File: src/sv/aesem_pkg.sv
`default_nettype none

package aesem_pkg;

   // longest sequence: reset colours, two five-byte groups
   localparam int unsigned SeqMax = 10;

   typedef logic [7:0] byte_type;
   typedef logic [3:0] len_type;
   typedef logic [2:0] func_type;

   // command codes
   localparam func_type FUNC_CLEAR       = 3'd0;
   localparam func_type FUNC_GOTO        = 3'd1;
   localparam func_type FUNC_FORWARD     = 3'd2;
   localparam func_type FUNC_BACKWARD    = 3'd3;
   localparam func_type FUNC_COLOR       = 3'd4;
   localparam func_type FUNC_RESET_COLOR = 3'd5;

   // ascii characters used in the sequences
   localparam byte_type CHAR_ESC      = 8'h1B;
   localparam byte_type CHAR_LBRACKET = 8'h5B;
   localparam byte_type CHAR_SEMI     = 8'h3B;
   localparam byte_type CHAR_UPPER_H  = 8'h48;
   localparam byte_type CHAR_UPPER_C  = 8'h43;
   localparam byte_type CHAR_UPPER_D  = 8'h44;
   localparam byte_type CHAR_UPPER_J  = 8'h4A;
   localparam byte_type CHAR_LOWER_M  = 8'h6D;
   localparam byte_type CHAR_ZERO     = 8'h30;
   localparam byte_type CHAR_TWO      = 8'h32;
   localparam byte_type CHAR_THREE    = 8'h33;
   localparam byte_type CHAR_FOUR     = 8'h34;
   localparam byte_type CHAR_NINE     = 8'h39;

   // byte string under construction, byte 0 goes out first
   typedef struct packed {
      byte_type [SeqMax-1:0] text;
      len_type               len;
   } seq_type;

   // decimal rendering of one 8-bit number, up to three digits
   typedef struct packed {
      byte_type [2:0] text;
      logic [1:0]     len;
   } num_type;

   // decimal digits with no leading zeros, zero as a single digit
   function automatic num_type to_decimal(input byte_type val);
      logic [1:0]  hund;
      logic [6:0]  rest;
      logic [14:0] prod;
      logic [3:0]  tens;
      logic [6:0]  tens_x10;
      logic [3:0]  ones;
      num_type     res;
      // hundreds by comparison, remainder below one hundred
      if (val >= 8'd200) begin
         hund = 2'd2;
         rest = 7'(val - 8'd200);
      end else if (val >= 8'd100) begin
         hund = 2'd1;
         rest = 7'(val - 8'd100);
      end else begin
         hund = 2'd0;
         rest = val[6:0];
      end
      // tens by reciprocal multiply, exact for values below one hundred
      prod     = 15'(rest) * 15'd205;
      tens     = prod[14:11];
      tens_x10 = 7'(tens) * 7'd10;
      ones     = 4'(rest - tens_x10);
      res.text = {3{CHAR_ZERO}};
      if (hund != 2'd0) begin
         res.text[0] = CHAR_ZERO + byte_type'(hund);
         res.text[1] = CHAR_ZERO + byte_type'(tens);
         res.text[2] = CHAR_ZERO + byte_type'(ones);
         res.len     = 2'd3;
      end else if (tens != 4'd0) begin
         res.text[0] = CHAR_ZERO + byte_type'(tens);
         res.text[1] = CHAR_ZERO + byte_type'(ones);
         res.len     = 2'd2;
      end else begin
         res.text[0] = CHAR_ZERO + byte_type'(ones);
         res.len     = 2'd1;
      end
      return res;
   endfunction

   // append up to three bytes at the current end of the string
   function automatic seq_type append_str(input seq_type s, input byte_type [2:0] str,
                                          input logic [1:0] slen);
      seq_type res;
      len_type pos;
      len_type offs;
      res = s;
      for (int i = 0; i < SeqMax; i++) begin
         pos  = len_type'(i);
         offs = pos - s.len;
         if (pos >= s.len && offs < len_type'(slen)) begin
            res.text[i] = str[offs[1:0]];
         end
      end
      res.len = s.len + len_type'(slen);
      return res;
   endfunction

   function automatic seq_type append_byte(input seq_type s, input byte_type b);
      return append_str(s, {byte_type'(0), byte_type'(0), b}, 2'd1);
   endfunction

   function automatic seq_type append_num(input seq_type s, input byte_type val);
      num_type num;
      num = to_decimal(val);
      return append_str(s, num.text, num.len);
   endfunction

endpackage

`default_nettype wire

File: src/sv/aesem_if.sv
`default_nettype none

// command channel
interface aesem_req_if import aesem_pkg::*; ();
   logic     valid;
   logic     ready;
   func_type func;
   byte_type horizontal_amount;
   byte_type row_number;
   byte_type color_code;

   modport source (output valid, func, horizontal_amount, row_number, color_code,
                   input ready);
   modport sink   (input valid, func, horizontal_amount, row_number, color_code,
                   output ready);
   modport monitor (input valid, ready, func, horizontal_amount, row_number, color_code);
endinterface

// byte stream channel
interface aesem_rsp_if import aesem_pkg::*; ();
   logic     valid;
   logic     ready;
   byte_type tx_byte;
   logic     last_byte;

   modport source  (output valid, tx_byte, last_byte, input ready);
   modport sink    (input valid, tx_byte, last_byte, output ready);
   modport monitor (input valid, ready, tx_byte, last_byte);
endinterface

`default_nettype wire

File: src/sv/ansi_escape_sequence_emitter_unit.sv
// channel   | direction | payload
// ----------+-----------+-------------------------------------------------
// req_bus   | in        | func, horizontal_amount, row_number, color_code
// rsp_bus   | out       | tx_byte, last_byte (set on the final byte)
//
// a command waits in the input register until the output shift register is
// free, then its whole string is built and loaded into it in one pass.
// each command emits 4 to 10 bytes, shifted out of the output shift
// register one byte per accepted beat. unknown commands emit nothing.
// a new command is taken while the previous one is still being sent.
// reset is synchronous and empties both registers; a stall holds the byte.
`default_nettype none

module ansi_escape_sequence_emitter_unit import aesem_pkg::*; (
   input  wire logic  clock,
   input  wire logic  reset,
   aesem_req_if.sink   req_bus,
   aesem_rsp_if.source rsp_bus
);

   // input register
   logic     item_valid_ff, item_valid_in;
   func_type func_ff;
   byte_type horiz_ff;
   byte_type row_ff;
   byte_type color_ff;

   // output shift register
   byte_type [SeqMax-1:0] text_ff, text_in;
   len_type               cnt_ff, cnt_in;

   logic    req_beat;
   logic    rsp_beat;
   logic    buf_free;
   logic    load;
   seq_type built;

   // handshakes
   assign req_beat = req_bus.valid && req_bus.ready;
   assign rsp_beat = rsp_bus.valid && rsp_bus.ready;
   assign buf_free = (cnt_ff == len_type'(0)) || (cnt_ff == len_type'(1) && rsp_bus.ready);
   assign load     = item_valid_ff && buf_free;

   assign req_bus.ready     = !item_valid_ff || load;
   assign rsp_bus.valid     = cnt_ff != len_type'(0);
   assign rsp_bus.tx_byte   = text_ff[0];
   assign rsp_bus.last_byte = cnt_ff == len_type'(1);

   // build the escape string of the held command
   always_comb begin
      built.text = '0;
      built.len  = '0;
      unique case (func_ff)
         FUNC_CLEAR: begin
            built = append_byte(built, CHAR_ESC);
            built = append_byte(built, CHAR_LBRACKET);
            built = append_byte(built, CHAR_TWO);
            built = append_byte(built, CHAR_UPPER_J);
         end
         FUNC_GOTO: begin
            built = append_byte(built, CHAR_ESC);
            built = append_byte(built, CHAR_LBRACKET);
            built = append_num(built, row_ff);
            built = append_byte(built, CHAR_SEMI);
            built = append_num(built, horiz_ff);
            built = append_byte(built, CHAR_UPPER_H);
         end
         FUNC_FORWARD: begin
            built = append_byte(built, CHAR_ESC);
            built = append_byte(built, CHAR_LBRACKET);
            built = append_num(built, horiz_ff);
            built = append_byte(built, CHAR_UPPER_C);
         end
         FUNC_BACKWARD: begin
            built = append_byte(built, CHAR_ESC);
            built = append_byte(built, CHAR_LBRACKET);
            built = append_num(built, horiz_ff);
            built = append_byte(built, CHAR_UPPER_D);
         end
         FUNC_COLOR: begin
            built = append_byte(built, CHAR_ESC);
            built = append_byte(built, CHAR_LBRACKET);
            built = append_num(built, color_ff);
            built = append_byte(built, CHAR_LOWER_M);
         end
         FUNC_RESET_COLOR: begin
            built = append_byte(built, CHAR_ESC);
            built = append_byte(built, CHAR_LBRACKET);
            built = append_byte(built, CHAR_THREE);
            built = append_byte(built, CHAR_NINE);
            built = append_byte(built, CHAR_LOWER_M);
            built = append_byte(built, CHAR_ESC);
            built = append_byte(built, CHAR_LBRACKET);
            built = append_byte(built, CHAR_FOUR);
            built = append_byte(built, CHAR_NINE);
            built = append_byte(built, CHAR_LOWER_M);
         end
         default: begin
            built.len = '0;
         end
      endcase
   end

   // next values of the registers
   always_comb begin
      item_valid_in = item_valid_ff;
      if (req_beat) begin
         item_valid_in = 1'b1;
      end else if (load) begin
         item_valid_in = 1'b0;
      end

      text_in = text_ff;
      cnt_in  = cnt_ff;
      if (load) begin
         text_in = built.text;
         cnt_in  = built.len;
      end else if (rsp_beat) begin
         text_in = {byte_type'(0), text_ff[SeqMax-1:1]};
         cnt_in  = cnt_ff - len_type'(1);
      end
   end

   // control state
   always_ff @(posedge clock) begin
      if (reset) begin
         item_valid_ff <= 1'b0;
         cnt_ff        <= '0;
      end else begin
         item_valid_ff <= item_valid_in;
         cnt_ff        <= cnt_in;
      end
   end

   // payload
   always_ff @(posedge clock) begin
      if (req_beat) begin
         func_ff  <= req_bus.func;
         horiz_ff <= req_bus.horizontal_amount;
         row_ff   <= req_bus.row_number;
         color_ff <= req_bus.color_code;
      end
      text_ff <= text_in;
   end

endmodule

`default_nettype wire

File: src/flat_wrapper.sv
// flat-port wrapper written by rule: the top's interface ports become plain ports
module ansi_escape_sequence_emitter_unit_flat import aesem_pkg::*;
  (clock, reset, req_bus_valid, req_bus_func, req_bus_horizontal_amount, req_bus_row_number, req_bus_color_code, req_bus_ready, rsp_bus_valid, rsp_bus_tx_byte, rsp_bus_last_byte, rsp_bus_ready);
  aesem_req_if req_bus_i ();
  aesem_rsp_if rsp_bus_i ();
  input  wire logic clock;
  input  wire logic reset;
  input wire logic [$bits(req_bus_i.valid)-1:0] req_bus_valid;
  input wire logic [$bits(req_bus_i.func)-1:0] req_bus_func;
  input wire logic [$bits(req_bus_i.horizontal_amount)-1:0] req_bus_horizontal_amount;
  input wire logic [$bits(req_bus_i.row_number)-1:0] req_bus_row_number;
  input wire logic [$bits(req_bus_i.color_code)-1:0] req_bus_color_code;
  output wire logic [$bits(req_bus_i.ready)-1:0] req_bus_ready;
  output wire logic [$bits(rsp_bus_i.valid)-1:0] rsp_bus_valid;
  output wire logic [$bits(rsp_bus_i.tx_byte)-1:0] rsp_bus_tx_byte;
  output wire logic [$bits(rsp_bus_i.last_byte)-1:0] rsp_bus_last_byte;
  input wire logic [$bits(rsp_bus_i.ready)-1:0] rsp_bus_ready;
  assign req_bus_i.valid = req_bus_valid;
  assign req_bus_i.func = req_bus_func;
  assign req_bus_i.horizontal_amount = req_bus_horizontal_amount;
  assign req_bus_i.row_number = req_bus_row_number;
  assign req_bus_i.color_code = req_bus_color_code;
  assign req_bus_ready = req_bus_i.ready;
  assign rsp_bus_valid = rsp_bus_i.valid;
  assign rsp_bus_tx_byte = rsp_bus_i.tx_byte;
  assign rsp_bus_last_byte = rsp_bus_i.last_byte;
  assign rsp_bus_i.ready = rsp_bus_ready;
  ansi_escape_sequence_emitter_unit u_core (.clock(clock), .reset(reset), .req_bus(req_bus_i), .rsp_bus(rsp_bus_i));
endmodule
File: config.mk
export PLATFORM = sky130hd
export DESIGN_NAME = ansi_escape_sequence_emitter_unit_flat
export DESIGN_NICKNAME = d
export VERILOG_FILES = /design/src/sv/aesem_pkg.sv /design/src/sv/aesem_if.sv /design/src/sv/ansi_escape_sequence_emitter_unit.sv /design/src/flat_wrapper.sv
export SDC_FILE = /design/constraint.sdc
export NUM_CORES = 1
export LEC_CHECK = 0
export CELL_PAD_IN_SITES_DETAIL_PLACEMENT = 0
export CELL_PAD_IN_SITES_GLOBAL_PLACEMENT = 2
export CORE_UTILIZATION = 42
export CTS_CLUSTER_DIAMETER = 200
export DETAILED_ROUTE_END_ITERATION = 12
export DONT_BUFFER_PORTS = 1
export MAX_ROUTING_LAYER = met4
export PLACE_DENSITY_LB_ADDON = 0.1
export SLEW_MARGIN = 10
export SYNTH_ARGS = -nofsm -noshare
export SYNTH_HDL_FRONTEND = slang
export SYNTH_SLANG_ARGS = --single-unit
export TNS_END_PERCENT = 100
File: constraint.sdc
create_clock -name clock -period 19.55 [get_ports clock]
set_input_delay 2.9325 -clock clock [delete_from_list [all_inputs] [get_ports clock]]
set_output_delay 2.9325 -clock clock [all_outputs]
set_load 0.01 [all_outputs]
; After elaboration in Yosys (flattened, before gate mapping)
; Index checks and enable logic that the tools add are counted.
[classes]
bitwise = 0
mul = 10
n_eq_ne = 6
n_reduce_logical = 82
div = 0
mux = 248
shift = 0
magnitude_cmp = 198
add_sub_neg = 97
[op_table]
columns = cell, n
row1 = 8-bit 2-to-1 mux, 143
row2 = 8-bit binary-select mux with 2-bit select, 60
row3 = 80-bit case mux with 6 select lines, 1
row4 = "4-bit by 1-bit < comparator with 1-bit output, second input constant", 50
row5 = "2-bit by 3-bit < comparator with 1-bit output, second input constant", 60
row6 = 18-bit 2-to-1 mux, 10
row7 = 80-bit 2-to-1 mux, 2
row8 = "3-bit by 4-bit greater-or-equal comparator with 1-bit output, first input constant", 24
row9 = "3-bit by 4-bit subtractor with 4-bit output, first input constant", 24
row10 = 7-bit 2-to-1 mux, 11
row11 = "7-bit by 8-bit multiplier with 15-bit output, second input constant", 5
row12 = "6-bit by 4-bit adder with 7-bit output, first input constant", 10
row13 = 1-bit logical AND, 64
row14 = 10-bit 2-to-1 mux, 5
row15 = "1-bit by 4-bit greater-or-equal comparator with 1-bit output, first input constant", 12
row16 = "2-bit by 4-bit greater-or-equal comparator with 1-bit output, first input constant", 12
row17 = "4-bit greater-or-equal comparator, first input constant", 12
row18 = "1-bit by 4-bit subtractor with 4-bit output, first input constant", 12
row19 = "2-bit by 4-bit subtractor with 4-bit output, first input constant", 12
row20 = "4-bit subtractor, first input constant", 12
row21 = "7-bit subtractor, second input constant", 6
row22 = 4-bit by 2-bit < comparator with 1-bit output, 10
row23 = "6-bit by 2-bit adder with 7-bit output, first input constant", 5
row24 = "8-bit by 7-bit greater-or-equal comparator with 1-bit output, second input constant", 3
row25 = 23 further kinds, 76
[totals]
ram_bits = 0
n_memories = 0
register_bits = 112
latchBits = 0
mem_bits_ro = 0
elab_cells = 657

; Logic depth before layout (Yosys ltp)
; Gate-level depths: netlist of run 1.
[logic_depth]
ltp_word = 20
mapped_depth = 38
depth_no_buf = 36

; Least setup slack after synthesis of run 1
; No wires, ideal clock.
[synth_timing]
path_type = register to register
from = register u_core.row_ff[3]
to = register u_core.cnt_ff[1]
path_buffers = 3
stages_incl_launch_ff = 39
required_time_ps = 19415
arrival_time_ps = 7542
slack_ps = 11873
cell_sequence = edfxtp_1 -> inv_1 -> ha_1 -> or3b_1 -> a21oi_1 -> buf_2 -> buf_1 -> nand2_1 -> xnor2_1 -> nand2_1 -> o21ai_0 -> ha_1 -> inv_1 -> fa_1 -> inv_1 -> ha_1 -> inv_1 -> fa_1 -> [... 3 more ...] -> nor3_1 -> o2111ai_1 -> and4_1 -> a311oi_2 -> a21o_1 -> buf_2 -> nand2_1 -> inv_1 -> ha_1 -> fa_1 -> o21ai_0 -> nand2_1 -> o21ai_0 -> ha_1 -> a21oi_1 -> a21oi_1 -> a311oi_1 -> a211oi_1
[synth_via]
elab_chain_len = 15
[synth_lines]
columns = item, line
row1 = from (decl), ansi_escape_sequence_emitter_unit.sv:25  ; byte_type row_ff;
row2 = from (signal assigned), ansi_escape_sequence_emitter_unit.sv:140  ; row_ff <= req_bus.row_number;
row3 = 7-bit subtractor or 8-bit by 7-bit greater-or-equal comparator with 1-bit output (tied branches), "aesem_pkg.sv:62, aesem_pkg.sv:60"
row4 = 7-bit 2-to-1 mux, aesem_pkg.sv:60  ; end else if (val >= 8'd100) begin
row5 = 7-bit 2-to-1 mux, aesem_pkg.sv:57  ; if (val >= 8'd200) begin
row6 = 7-bit 2-to-1 mux, ansi_escape_sequence_emitter_unit.sv:53  ; unique case (func_ff)
row7 = 7-bit by 8-bit multiplier with 15-bit output, aesem_pkg.sv:68  ; prod = 15'(rest) * 15'd205;
row8 = 4-bit nonzero test, aesem_pkg.sv:78  ; end else if (tens != 4'd0) begin
row9 = 10-bit 2-to-1 mux, aesem_pkg.sv:78
row10 = 18-bit 2-to-1 mux *, aesem_pkg.sv:73  ; if (hund != 2'd0) begin
row11 = 18-bit 2-to-1 mux *, ansi_escape_sequence_emitter_unit.sv:53
row12 = 2-bit by 2-bit adder with 3-bit output *, aesem_pkg.sv:103  ; res.len = s.len + len_type'(slen);
row13 = 4-bit by 1-bit adder with 4-bit output *, aesem_pkg.sv:103
row14 = 4-bit by 2-bit adder with 4-bit output *, aesem_pkg.sv:103
row15 = 4-bit by 1-bit adder with 4-bit output *, aesem_pkg.sv:103
row16 = 4-bit case mux with 6 select lines *, ansi_escape_sequence_emitter_unit.sv:53
row17 = 4-bit 2-to-1 mux *, ansi_escape_sequence_emitter_unit.sv:115  ; if (load) begin
row18 = to (signal assigned), ansi_escape_sequence_emitter_unit.sv:131  ; cnt_ff <= cnt_in;
row19 = to (decl), ansi_escape_sequence_emitter_unit.sv:30  ; len_type cnt_ff, cnt_in;
; Every way passes the cells marked *; elsewhere a longest branch is shown, timed or not. The select of a mux whose other input is x is not followed.
; A chain may end at the register's enable or synchronous reset.

; Final worst setup path of run 1
; Same ends and word-level chain as after synthesis.

==> flow_summary.json, run 1 <==
{
  "critical_path_buf_inv_count": 4,
  "io_buffer_count": 0,
  "grt_pass1_wl_um": 41300,
  "max_stage_delay_ns": 0.53,
  "fmax_mhz": 108,
  "syn_area_mm2": 0.00993,
  "chipWidth_um": 156,
  "slowest_stage": "fa_1",
  "cts-resized-gates": 0,
  "via_per_inst": 5.75,
  "slew_violations": 0,
  "crit_type": "flip-flop to flip-flop",
  "start_util_pct": 43.3,
  "crit_path_frequent_cell": "ha_1",
  "cts_buffer_depth": 2,
  "grt_pass1_vias": 7429,
  "yosysMostFrequentCell": "ha_1",
  "tightestPinTransition_ns": 1.05,
  "finalNetCount": 1192,
  "ios": 42,
  "ys_seq_elements": 111,
  "area_growth_pct": 5.95,
  "cp_top_family": "adder cells",
  "critical_path.max_fanout": 24,
  "antenna_cells": 0,
  "grt_max_degree": 81,
  "remaining_drc_errors": 0,
  "yosysSeqAreaShare_pct": 33.1,
  "hold_path.class": "flip-flop to flip-flop",
  "post-route-util_pct": 45.9,
  "avgSynthCellArea_um2": 9.71,
  "fin_crit_sh_pct": 47.2,
  "fillers": 2232,
  "ff_latch_area_mm2": 0.00328,
  "grt_use_total_pct": 22.8,
  "crit_path_start_kind": "flip-flop",
  "syn_inst": 1022,
  "synth_top_area_cell": "edfxtp_1",
  "place_congestion": 0.881,
  "min_period_ns": 9.22,
  "cts_tree": "yes",
  "fp.dieH_um": 156,
  "drive_gt1_share_pct": 5.96,
  "num_vias": 7590,
  "worstSkewPairLatency_ns": 0.37,
  "rsz0062_at_grt": "no",
  "crit_arrival_ns": 9.47,
  "slew_headroom_pct": 30.0,
  "status": "finished, final reports clean",
  "wl_per_cell_um": 19.6,
  "hold_viol_final": 0,
  "core_area_mm2": 0.0229,
  "die-area_mm2": 0.0243,
  "synth_top_area_share_pct": 32.1,
  "stdcell_count": 1319,
  "path_clk_slew_ns": 0.09,
  "htree_levels": 3,
  "wl_um": 25800,
  "cts_inserted_buffers": 9,
  "endpoint_kind": "flip-flop",
  "yosysWarnings": 0,
  "root_buffer": "clkbuf_16",
  "ys_top_cells_by_area": "edfxtp_1 32%, ha_1 17%, fa_1 5.8%, inv_1 3.6%, a21oi_1 3.5%",
  "drt_first_pass_iters": 5,
  "ys_async_sr_fraction_pct": 0,
  "synth_top_cells_by_count": "131 x ha_1, 106 x edfxtp_1, 94 x inv_1, 81 x nand2_1, 70 x a21oi_1",
  "drv_cap": 0,
  "multi_input_area_mm2": 0.00610,
  "setup_violations": 0,
  "drt_iter0_markers": 574,
  "antenna_found_initial": 0,
  "worstPathRequired_ns": 19.79,
  "clock_skew_ns": 0.0109,
  "detail-route-antenna-nets": 0,
  "overflow": 0,
  "tns_ns": 0,
  "ys.flop_type": "edfxtp_1",
  "dp_hpwl_um": 19500,
  "synthDistinctLibCells": 94,
  "rows": 55,
  "cts_sinks": 111,
  "ctsHoldBuffers": 0,
  "post_cts_buffers": 0,
  "dp_cells": 1303,
  "synth-edff-count": 106
}
## final cells by class
cell class,instances,area share (%)
inverter,94,3.37
clock inverter,7,0.892
timing repair buffer,10,0.714
tap,313,3.72
multi-input combinational,775,58.0
sequential,111,31.2
clock buffer,9,2.14
## path summary, 6_finish.rpt
| kind | cells past startpoint | start | end | slack, ns |
|---|---|---|---|---|
| setup / recovery | 31 | u_core.row_ff[3] | u_core.cnt_ff[1] | 10.33 |
| hold / removal | 1 | u_core.text_ff[39] | u_core.text_ff[31] | 0.52 |
| setup reg to reg | 31 | u_core.row_ff[3] | u_core.cnt_ff[1] | 10.33 |
| hold reg to reg | 1 | u_core.text_ff[39] | u_core.text_ff[31] | 0.52 |
## cells in the final DEF, fill, tap and decap left out, types with 8 or more instances in the layout
cell type / count
ha_1: 131
edfxtp_1: 106
inv_1: 93
nand2_1: 80
a21oi_1: 69
nor2_1: 66
o21ai_0: 51
fa_1: 29
nor3_1: 25
nand3_1: 25
and2_1: 23
a21o_1: 23
xnor2_1: 17
nand4_1: 13
a31oi_1: 11
o211ai_1: 10
buf_4: 10
nand2b_1: 9
and3_1: 9
clkbuf_16: 9
nor3b_1: 8
a211oi_1: 8
## layer usage
layer  GRT usage (%)  wire length, um  share of wire, %
met1            29.8            12000                46
met5               -                0                 0
met3            3.06             1070               4.1
met2            37.2            12200                47
met4            6.30              527               2.0
## flip-flops by register name (all words and copies together), names as in the netlist
signal	count
u_core.text_ff	71
u_core.color_ff	8
u_core.horiz_ff	8
u_core.row_ff	8
u_core.rsp_bus.tx_byte	8
u_core.cnt_ff	4
u_core.func_ff	3
u_core.item_valid_ff	1
## worst reg2reg max path: cells and delay by family (launching register included)
family	cells	cell delay (ns)
xor gates and xnor gates	1	0.24
buffers and inverters	4	1.19
AOI/OAI and AO/OA	10	2.32
DFF	1	0.44
adders and majority gates	9	3.02
and+or+nand+nor	7	1.90
## stage by stage
stage	cell area (um^2)	setup slack (ns)	hold WS (ns)
6_report	10500	10.33	0.521
5_1_grt	10500	9.62	0.541
4_1_cts	10500	10.38	0.519
3_5_place_dp	10200	10.38	0.500
3_3_place_gp	10200	10.32	0.498
2_1_floorplan	9940	11.87	0.484
## kinds of logic after synthesis
kind of cell	share of synthesized area (%)
adders and majority gates	22.4
muxes	0.756
other	0.0756
and+or+nand+nor	15.4
buffers and inverters	5.71
DFF	33.1
AOI/OAI and AO/OA	19.6
xor gates and xnor gates	3.06
Power of run 1 is left out: the tool's default activity adds up to more than one toggle a clock period on the data nets, which glitch-free logic cannot reach.
==> run 2: changes to the inputs <==
Clock period 19.55 ns to 9.65 ns, I/O delays scaled along.
==> flow_summary.json, run 2 (same netlist as run 1, synthesis figures left out) <==
{
  "status": "finished, final reports clean",
  "slew_headroom_pct": 27.4,
  "die-area_mm2": 0.0243,
  "core_area_mm2": 0.0229,
  "max_stage_delay_ns": 0.54,
  "fin_area_mm2": 0.0106,
  "io_buffer_count": 0,
  "grt_use_met3_pct": 2.94,
  "crit_type": "flip-flop to flip-flop",
  "clock_skew_ns": 0.0189,
  "fp.dieH_um": 156,
  "crit_path_frequent_cell": "inv_1",
  "use_met1_pct": 30.2,
  "wl_per_cell_um": 19.6,
  "htree_levels": 3,
  "crit_arrival_ns": 8.84,
  "drive_gt1_share_pct": 6.52,
  "fmax_mhz": 115,
  "post_cts_buffers": 0,
  "tightestPinTransition_ns": 1.09,
  "worstSetupStartpoint": "u_core.row_ff[3]",
  "drt_iter0_markers": 491,
  "chipWidth_um": 156,
  "setup_slack_ns": 0.956,
  "root_buffer": "clkbuf_16",
  "fin_crit_sh_pct": 90.1,
  "num_vias": 7593,
  "start_util_pct": 43.3,
  "slew_violations": 0,
  "antenna_cells": 0,
  "grt_pass1_vias": 7455,
  "hold_viol_final": 0,
  "postPlaceCellArea_mm2": 0.0102,
  "final_common_cell": "ha_1",
  "drt_first_pass_iters": 5,
  "detail-route-antenna-nets": 0,
  "critical_path_buf_inv_count": 6,
  "min_period_ns": 8.69,
  "use_met2_pct": 37.4,
  "cp_top_family": "adder cells",
  "place_ws_ns": 0.947,
  "timing.hold.ws_ns": 0.510,
  "final_cell_mix": "131 x ha_1, 106 x edfxtp_1, 93 x inv_1, 80 x nand2_1, 69 x a21oi_1",
  "wl_um": 25900,
  "grt_pass1_wl_um": 41400,
  "path_clk_slew_ns": 0.10,
  "grt_max_degree": 82,
  "ctsHoldBuffers": 0,
  "drv_cap": 0,
  "dp_hpwl_um": 19600,
  "hold_path.class": "flip-flop to flip-flop",
  "top_register": "u_core.text_ff",
  "worstPathRequired_ns": 9.79,
  "setup_violations": 0,
  "cts_tree": "yes",
  "r2r_start": "u_core.row_ff[3]",
  "worstSkewPairLatency_ns": 0.37,
  "rsz0062_at_grt": "no",
  "critical_path.max_fanout": 12,
  "rows": 55,
  "crit_path_start_kind": "flip-flop",
  "finalNetCount": 1198,
  "overflow": 0,
  "hp-start": "u_core.text_ff[39]",
  "largest_register_ffs": 71,
  "grt-busiest-layer": "met2",
  "ios": 42,
  "slowest_stage": "fa_1",
  "cts_inserted_buffers": 9,
  "endpoint_kind": "flip-flop",
  "cts_sinks": 111,
  "antenna_found_initial": 0,
  "via_per_inst": 5.73,
  "remaining_drc_errors": 0,
  "grt_use_total_pct": 22.8,
  "place_congestion": 0.878,
  "area_growth_pct": 6.40,
  "cts-resized-gates": 0,
  "tns_ns": 0,
  "cts_buffer_depth": 2
}
==> run 2: changes by cell type in the layout (fill, tap and decap cells not counted) <==
cell	delta
buf_4	+6
==> run 2: final timing paths <==
check	cells after the start	endpoint	slack, ns
min reg2reg	1	u_core.text_ff[31]	0.51
min	1	u_core.text_ff[31]	0.51
max reg2reg	33	u_core.text_ff[26]	0.96
max	33	u_core.text_ff[26]	0.96
==> run 2: metrics by stage <==
step	cells	utilization, %
finish	1325	46.1
global route	1325	46.1
CTS	1325	46.1
detailed placement	1309	44.7
global placement	1309	44.7
floorplan	1025	-
==> run 2: final cells by class <==
| class | count | area, um^2 |
|---|---|---|
| Clock buffer | 9 | 225 |
| Sequential cell | 111 | 3280 |
| Multi-Input combinational cell | 775 | 6100 |
| Clock inverter | 7 | 93.8 |
| Timing Repair Buffer | 16 | 120 |
| Inverter | 94 | 354 |
| Tap cell | 313 | 392 |
| Fill cell | 2226 | 12400 |
==> run 2: routing by layer <==
| layer | vias up | wire (um) |
|---|---|---|
| met5 | - | 0 |
| met4 | 0 | 230 |
| met3 | 15 | 1020 |
| met2 | 169 | 12300 |
| met1 | 3675 | 12400 |
| li1 | 3734 | - |
Power of run 2 is left out for the same reason.
==> run 3: changes to the inputs <==
Settings changed: PLACE_DENSITY_LB_ADDON 0.1 to 0.05.
==> flow_summary.json, run 3 (same netlist as run 1, synthesis figures left out) <==
{
  "ios": 42,
  "worstPathRequired_ns": 9.77,
  "cp.depth": 34,
  "tns_ns": 0,
  "fp.dieH_um": 156,
  "wl_um": 25900,
  "cts_inserted_buffers": 9,
  "critical_path_buf_inv_count": 7,
  "via_per_inst": 5.68,
  "hold_viol_final": 0,
  "fillers": 2258,
  "slew_violations": 0,
  "worstHoldPathCells": 1,
  "rows": 55,
  "max_stage_delay_ns": 0.54,
  "grt_pass1_wl_um": 41700,
  "root_buffer": "clkbuf_16",
  "grt_max_degree": 83,
  "min_period_ns": 8.71,
  "slew_headroom_pct": 26.7,
  "area_growth_pct": 6.54,
  "endpoint_kind": "flip-flop",
  "cts-resized-gates": 0,
  "chipWidth_um": 156,
  "dp_hpwl_um": 19800,
  "status": "finished, final reports clean",
  "crit_path_start_kind": "flip-flop",
  "hp-start": "u_core.text_ff[63]",
  "detail-route-antenna-nets": 0,
  "worstSkewPairLatency_ns": 0.37,
  "wl_per_cell_um": 19.5,
  "grt_use_total_pct": 23.0,
  "fin_area_mm2": 0.0106,
  "crit_arrival_ns": 8.83,
  "cp_top_family": "adder cells",
  "post_cts_buffers": 0,
  "start_util_pct": 43.3,
  "antenna_cells": 0,
  "remaining_drc_errors": 0,
  "finalNetCount": 1201,
  "drv_cap": 0,
  "cts_tree": "yes",
  "crit_path_frequent_cell": "inv_1",
  "worstSetupStartpoint": "u_core.row_ff[3]",
  "slowest_stage": "fa_1",
  "ctsHoldBuffers": 0,
  "drt_first_pass_iters": 5,
  "drive_gt1_share_pct": 6.80,
  "top_register": "u_core.text_ff",
  "final_cell_mix": "131 x ha_1, 106 x edfxtp_1, 93 x inv_1, 80 x nand2_1, 69 x a21oi_1",
  "crit_type": "flip-flop to flip-flop",
  "path_clk_slew_ns": 0.08,
  "drt_iter0_markers": 604,
  "clock_skew_ns": 0.0148,
  "grt_pass1_vias": 7386,
  "overflow": 0,
  "multi_input_area_mm2": 0.00610,
  "htree_levels": 3,
  "cts_buffer_depth": 2,
  "die-area_mm2": 0.0243,
  "fmax_mhz": 115,
  "rr_worst_depth": 34,
  "timing.hold.ws_ns": 0.518,
  "num_vias": 7545,
  "io_buffer_count": 0,
  "setup_violations": 0,
  "largest_register_ffs": 71,
  "r2r_start": "u_core.row_ff[3]",
  "hold_path.class": "flip-flop to flip-flop",
  "postPlaceCellArea_mm2": 0.0103,
  "core_area_mm2": 0.0229,
  "tightestPinTransition_ns": 1.10,
  "place_congestion": 0.894,
  "cts_sinks": 111,
  "rsz0062_at_grt": "no",
  "antenna_found_initial": 0,
  "final_common_cell": "ha_1",
  "ff_latch_area_mm2": 0.00328,
  "fin_crit_sh_pct": 90.3,
  "critical_path.max_fanout": 19
}
==> run 3: cell count changes in the layout (fill, tap and decap cells not counted) <==
cell,change
buf_4,+3
clkinv_4,+1
clkinvlp_4,+1
inv_12,-1
inv_6,-1
==> run 3: metrics by stage <==
stage | worst slack (ns) | cells | util (%)
floorplan | 1.97 | 1025 | -
global placement | 0.877 | 1312 | 44.8
detailed placement | 0.957 | 1312 | 44.8
CTS | 0.922 | 1328 | 46.2
global route | 0.337 | 1328 | 46.2
finish | 0.937 | 1328 | 46.2
==> run 3: layout make-up <==
cell class | instances | share of cell area, %
flip-flops and latches | 111 | 31.0
clock buffers | 9 | 2.13
multi-input cells | 775 | 57.6
well taps | 313 | 3.70
repair buffers | 19 | 1.35
clock inverters | 7 | 0.804
inverters | 94 | 3.35
==> run 3: final timing paths <==
check,to,slack (ns)
hold / removal,u_core.text_ff[55],0.52
setup / recovery,u_core.text_ff[26],0.94
setup reg to reg,u_core.text_ff[26],0.94
hold reg to reg,u_core.text_ff[55],0.52
==> run 3: layer usage <==
metal  wire, um  share of wire [%]  global-route usage [%]  up-vias
met1      12200                 47                    30.4     3594
met5          0                  0                       -        -
met2      12100                 47                    37.1      179
met3       1160                4.5                    3.25       31
met4        468                1.8                    5.79        0
li1           -                  -                       -     3741
Power of run 3 is left out for the same reason.
